===== config.mk =====
export PLATFORM = sky130hd
export DESIGN_NAME = edd_cell
export DESIGN_NICKNAME = d
export VERILOG_FILES = /design/src/design/edd_pkg.sv /design/src/design/edd_cell.sv
export SDC_FILE = /design/constraint.sdc
export NUM_CORES = 1
export LEC_CHECK = 0
export BUFFER_PORTS_ARGS = -buffer_cell sky130_fd_sc_hd__buf_4
export CAP_MARGIN = 15
export CORE_UTILIZATION = 30
export DETAILED_ROUTE_END_ITERATION = 8
export GPL_TIMING_DRIVEN = 0
export PLACE_DENSITY = 0.57
export SLEW_MARGIN = 20
export SYNTH_ARGS = -nofsm -noshare
export SYNTH_HDL_FRONTEND = slang
export SYNTH_SLANG_ARGS = --single-unit

===== constraint.sdc =====
create_clock -name i_clk -period 4.4 [get_ports i_clk]
set_input_delay 0.22 -clock i_clk [delete_from_list [all_inputs] [get_ports i_clk]]
set_output_delay 0.22 -clock i_clk [all_outputs]
set_load 0.02 [all_outputs]

===== src/design/edd_pkg.sv =====
// Package for the edit distance engine: sizes, request codes, chain link types
// and the distance saturation helper. No dependencies.
`default_nettype none

package edd_pkg;

    localparam int MAX_LEN  = 64;
    localparam int VAL_W    = $clog2(MAX_LEN + 1);
    localparam int DIST_W   = 7;
    localparam int SYM_W    = 8;
    localparam int DIST_MAX = (1 << DIST_W) - 1;

    typedef enum logic [1:0] {
        REQ_START  = 2'd0,
        REQ_APPEND = 2'd1,
        REQ_QUERY  = 2'd2,
        REQ_FINISH = 2'd3
    } t_req;

    // Data handed from one cell to the next along the row.
    typedef struct packed {
        logic             valid;
        logic [SYM_W-1:0] ch;
        logic [VAL_W-1:0] new_val;
        logic [VAL_W-1:0] old_val;
    } t_link;

    // Broadcast control from the top level to every cell.
    typedef struct packed {
        logic             clear;
        logic             wr_en;
        logic [VAL_W-1:0] wr_pos;
        logic [SYM_W-1:0] wr_sym;
    } t_cell_ctl;

    function automatic logic [DIST_W-1:0] sat_dist(input logic [VAL_W-1:0] v);
        logic [VAL_W+DIST_W-1:0] w;
        w = {{DIST_W{1'b0}}, v};
        if (w > (VAL_W + DIST_W)'(DIST_MAX)) begin
            return DIST_W'(DIST_MAX);
        end else begin
            return w[DIST_W-1:0];
        end
    endfunction

endpackage

`default_nettype wire


===== src/design/edd_cell.sv =====
// One cell of the row: holds one target character and one row entry.
// Depends on edd_pkg for the link and control types.
`default_nettype none

module edd_cell
    import edd_pkg::*;
(
    input  wire logic             i_clk,
    input  wire logic             i_rst_n,
    input  wire logic [VAL_W-1:0] i_index,
    input  wire t_cell_ctl        i_ctl,
    input  wire t_link            i_link,
    output t_link                 o_link,
    output logic [VAL_W-1:0]      o_value
);

    logic [SYM_W-1:0] r_tchar;
    logic [VAL_W-1:0] r_value;
    logic [VAL_W-1:0] n_value;
    t_link            r_link;

    logic [VAL_W:0] c_above;
    logic [VAL_W:0] c_left;
    logic [VAL_W:0] c_diag;
    logic [VAL_W:0] c_min;

    always_comb begin
        c_above = {1'b0, r_value} + (VAL_W + 1)'(1);
        c_left  = {1'b0, i_link.new_val} + (VAL_W + 1)'(1);
        c_diag  = {1'b0, i_link.old_val} + ((r_tchar == i_link.ch) ? '0 : (VAL_W + 1)'(1));
        c_min   = (c_above < c_left) ? c_above : c_left;
        c_min   = (c_diag < c_min) ? c_diag : c_min;
        n_value = c_min[VAL_W-1:0];
    end

    always_ff @(posedge i_clk) begin
        // The wave moves on with this cell's new entry and the entry it replaced.
        r_link.ch      <= i_link.ch;
        r_link.new_val <= n_value;
        r_link.old_val <= r_value;
        if (!i_rst_n) begin
            r_value      <= i_index;
            r_link.valid <= 1'b0;
        end else begin
            if (i_ctl.clear) begin
                r_value <= i_index;
            end else if (i_link.valid) begin
                r_value <= n_value;
            end
            r_link.valid <= i_link.valid;
        end
    end

    always_ff @(posedge i_clk) begin
        if (i_ctl.wr_en && (i_ctl.wr_pos == i_index)) begin
            r_tchar <= i_ctl.wr_sym;
        end
    end

    assign o_link  = r_link;
    assign o_value = r_value;

endmodule

`default_nettype wire


Yosys cells after proc, flatten, opt, wreduce, memory -nomap -nowiden
Index checks and enable logic that the tools add are counted.
Widths: inputs -> output; s select.
Word-level totals
  register bits: 38
  bits of input ports: 49
  output and inout port bits: 30
  word-level logic and storage cells: 21
Operators by class
  $add $sub $neg: 3
  magnitude comparators: 2
  equal/unequal tests: 3
  muxes and demuxes: 6
  reductions and logical operators: 1
Operators by type and width (number)
  $mux 7: 4
  $add 7x1->8 const B: 2
  $lt 8x8->1: 2
  $add 7x1->8: 1
  $eq 8x8->1: 1
  $mux 8: 1
  $eq 7x7->1: 1
  $ne 3x1->1 const B: 1
  $logic_and 1x1->1: 1
  $mux 1: 1

Longest topological paths before layout
  depth after elaboration: 8
  gate-level depth with buffers: 22
  gate-level depth less buffers: 20

Worst setup path after synthesis
Ideal clock, no wire load.
  path type: reg2reg
  start point: reg r_value[0] (netlist: o_value[0])
  end point: reg r_value[0] (netlist: o_value[0]), data pin
  library setup time: 0.256 ns
  arrival: 3.863 ns
  required time: 4.144 ns
  path slack: 0.281 ns
  cell stages (with the launch flop): 17
  path buffers: 2
  cells stage by stage: edfxtp_1 > ha_1 > ha_1 > a2111o_1 > a31oi_1 > o31ai_1 > or2_2 > buf_2 > o21ai_0 > ha_1 > a21o_1 > a21oi_1 > nand2_1 > a31o_1 > buf_6 > a31o_1 > o22a_1
Between the ends
  longest elaborated chain between the ends: 8
Ends and longest elaborated chain
  start, declared: line edd_cell.sv:18  | logic [VAL_W-1:0] r_value;
  start signal, assigned: line edd_cell.sv:42  | r_value <= i_index;
  start signal, assigned: line edd_cell.sv:46  | r_value <= i_index;
  start signal, assigned: line edd_cell.sv:48  | r_value <= n_value;
  $add 7x1->8 (*): line edd_cell.sv:28  | c_above = {1'b0, r_value} + (VAL_W + 1)'(1);
  $lt 8x8->1: line edd_cell.sv:31  | c_min = (c_above < c_left) ? c_above : c_left;
  $mux 8 (*): line edd_cell.sv:31
  $lt 8x8->1: line edd_cell.sv:32  | c_min = (c_diag < c_min) ? c_diag : c_min;
  $mux 7 (*): line edd_cell.sv:32
  $mux 7 (*): line edd_cell.sv:47  | end else if (i_link.valid) begin
  $mux 7 (*): line edd_cell.sv:45  | if (i_ctl.clear) begin
  $mux 7 (*): line edd_cell.sv:41  | if (!i_rst_n) begin
Mark *: on every way between the ends. The rest lies on a longest branch, timed or not. The select of a mux whose other input is x is not followed.
A chain may end at the register's enable or synchronous reset.

Final worst setup path
  start point: reg r_value[0] (netlist: o_value[0])
  end point: reg r_value[3] (netlist: o_value[3]), data pin
Same word-level chain as after synthesis.

==> flow_summary.ini <==
[global_route]
grt_usage = 0.157
grt_pass1_vias = 1791
grt_max_degree = 12
grt_antenna_before_repair = 0
gr-total-overflow = 0
grt_pass1_wl_microns = 8610

[worst_setup_path]
worst_ep_arrival_time_ns = 4.14
start_kind = register
crit_top_cell = ha_1
reg2reg_depth = 17
cp_slowest_cell = edfxtp_1
crit_family = compound AO/OA/AOI/OAI gates
cp_max_fo = 11
cp_num_buf_inv = 1
r2r-start = o_value[0]
endpoint = o_value[3]
rrSetupSlack_ns = 0.28
r2r-end = o_value[3]
worst-path-stages = 17
critPathCaptureType = register
crit_path_max_incr_delay_ns = 0.44
criticalPathCategory = register to register
crit_start = o_value[0]
crit_required_ns = 4.42
worstPathCellList = ha_1 -> ha_1 -> a2111o_1 -> a31oi_1 -> o31ai_1 -> or2_4 -> nand2_1 -> o21ai_2 -> ha_1 -> a21o_1 -> a21o_1 -> a21oi_2 -> nand2_1 -> a31o_1 -> buf_6 -> a211oi_1 -> a211oi_1

[floorplan]
fp.dieArea_sq_mm = 0.00726
core-area_sq_mm = 0.00653
die_h_microns = 85.2
start_util = 0.318
placementRows = 29
io_pins = 79
fp.dieW_microns = 85.2

[timing]
fmax_ghz = 0.243
setup_viol = 0
maxSlewViolCount = 0
fin_worst_skew_ns = 0.00602
maxSlewHeadroom = 0.519
fin_crit_sh = 0.936
tightest_slew_ns = 0.718
hold_viol_final = 0
rsz0062_at_grt = no
worst_hold_slack_ns = 0.0471
layout_min_cycle_time_ns = 4.12

[logic_synthesis]
yosys_warnings = 0
synth_seq_cells = 38
syn-num-nets = 269
ys_seq_area_frac = 0.439
syn_area_per_cell_sq_um = 10.2
netlist_instances = 203
yosysMostFrequentCell = dfxtp_1
synth_common_cells = dfxtp_1, ha_1, edfxtp_1
ys.flop_type = dfxtp_1
async_flop_share = 0
synth.area.top_cells = dfxtp_1, edfxtp_1, ha_1, xnor2_1, xor2_1
ys_types = 40
synth_edf_count = 15
netlist_area_sq_mm = 0.00208
synth_top_area_cell = dfxtp_1
synth_top_area_share = 0.222

[layout]
area.growth.synth_to_final_pct = 40.8
drive_gt1_frac = 0.352
final_area_sq_mm = 0.00293
fin_util = 0.448
diodes = 0
layout.nets = 358

[clock_network]
cts_tree = done
cts.htree.levels = 2
clock_latency_ns = 0.28
clkSlewWorstSetupHoldPaths_ns = 0.07
clkSinkCount = 38
cts_hold_buf = 0
cts_root_buf = clkbuf_8
cts_made_buffers = 5
clock_path_buffers = 2

[route]
drc = 0
num_vias = 1785
drt_pass1_iterations = 4
antenna_left = 0
wire_per_inst_microns = 14.8
drtIter0Drc = 72
wl_microns = 5470
via_per_inst = 4.82

[placed_design]
dp.final_hpwl_microns = 4350
numPortBuffers = 78
gp_congestion = 0.844
placed_area_sq_mm = 0.00276

[power]
powerDensity_mw_per_mm2 = 464
p_leak_nw = 1.28
ir_drop_uv = 336

[run]
maxCapViolCount = 0

[min_path]
min_path_type = primary input to register

[outcome]
outcome = completed
[kinds of logic after synthesis]
family | synth area share
simple gates | 0.139
buf+inv | 0.0223
flops | 0.439
xor+xnor | 0.118
mux | 0.0145
compound gates | 0.166
fa+ha+maj | 0.102
[layout by cell type, fill, tap and decap left out, types with 2 or more instances in the layout]
| master | count |
|---|---|
| clkbuf_8 | 5 |
| a21o_1 | 4 |
| inv_1 | 3 |
| xnor2_1 | 14 |
| o21a_1 | 3 |
| nand2b_1 | 4 |
| o21ai_0 | 4 |
| nand2_1 | 14 |
| edfxtp_1 | 15 |
| a21oi_1 | 8 |
| buf_4 | 83 |
| a21boi_0 | 2 |
| nor4_1 | 2 |
| mux2i_1 | 3 |
| xor2_1 | 14 |
| nor2_1 | 14 |
| nand3_1 | 9 |
| nand4_1 | 3 |
| o21ai_2 | 4 |
| buf_6 | 2 |
| nor3_1 | 3 |
| ha_1 | 17 |
| dfxtp_1 | 23 |
| o31ai_1 | 2 |
| clkbuf_1 | 3 |
| a31oi_1 | 4 |
| a211oi_1 | 9 |
| a31o_1 | 2 |
| and3_1 | 2 |
[registers in the layout, indices dropped and copies added, names as in the netlist]
name and cells:
o_link 23, r_tchar 8, o_value 7
[routing by layer]
metal,part of all wire,vias to the layer above,track usage
met5,0,-,0
met4,0.017,0,0.0401
met3,0.051,6,0.0516
met2,0.48,51,0.262
met1,0.46,803,0.197
li1,-,925,-
[power breakdown]
group	total, mW	switching (mW)	internal (mW)	leakage (nW)
clock network	0.284	0.115	0.170	0.0524
registers	0.464	0.0323	0.432	0.338
logic	0.610	0.346	0.264	0.886
[layout make-up]
cell class,count,area [sq um]
Sequential cell,38,911
Timing Repair Buffer,83,623
Multi-Input combinational cell,157,1150
Clock inverter,1,30.0
Inverter,3,11.3
Clock buffer,7,76.3
Tap cell,77,96.3
Buffer,4,31.3
Fill cell,651,3610
[worst register-to-register path: cells and delay by family (launching register included)]
family,cells,cell delay [ns]
adder cells (fa/ha/maj),3,0.84
AND/OR/NAND/NOR,3,0.53
AO/OA/AOI/OAI,10,1.91
flip-flops,1,0.44
buffers and inverters,1,0.15
[metrics by stage]
stage          power, mW  cells  TNS [ns]  worst slack, ns
4_1_cts             1.35    369         0           0.0520
6_report            1.36    370         0            0.283
3_5_place_dp        1.04    358     -1.97           -0.346
3_3_place_gp        1.04    358     -1.89           -0.316
5_1_grt             1.45    370         0           0.0587
2_1_floorplan      0.825    203         0            0.281
[how the worst min path moves through the flow]
| stage | startpoint | cells after the start | end |
|---|---|---|---|
| final | i_link[16] | 1 | o_link[16] |
| after global routing | i_link[21] | 1 | o_link[21] |
| after floorplan | i_link[14] | 0 | o_link[14] |
| after detailed placement | i_link[16] | 1 | o_link[16] |
| after CTS | i_link[19] | 1 | o_link[19] |
| after global placement | i_link[21] | 1 | o_link[21] |
[what timing repair did]
item,in CTS,in global routing
setup buffers,3,2
endpoints found under the setup margin,12,7
gates resized for setup,7,6
No activity file was read; power rests on OpenSTA's default activity.
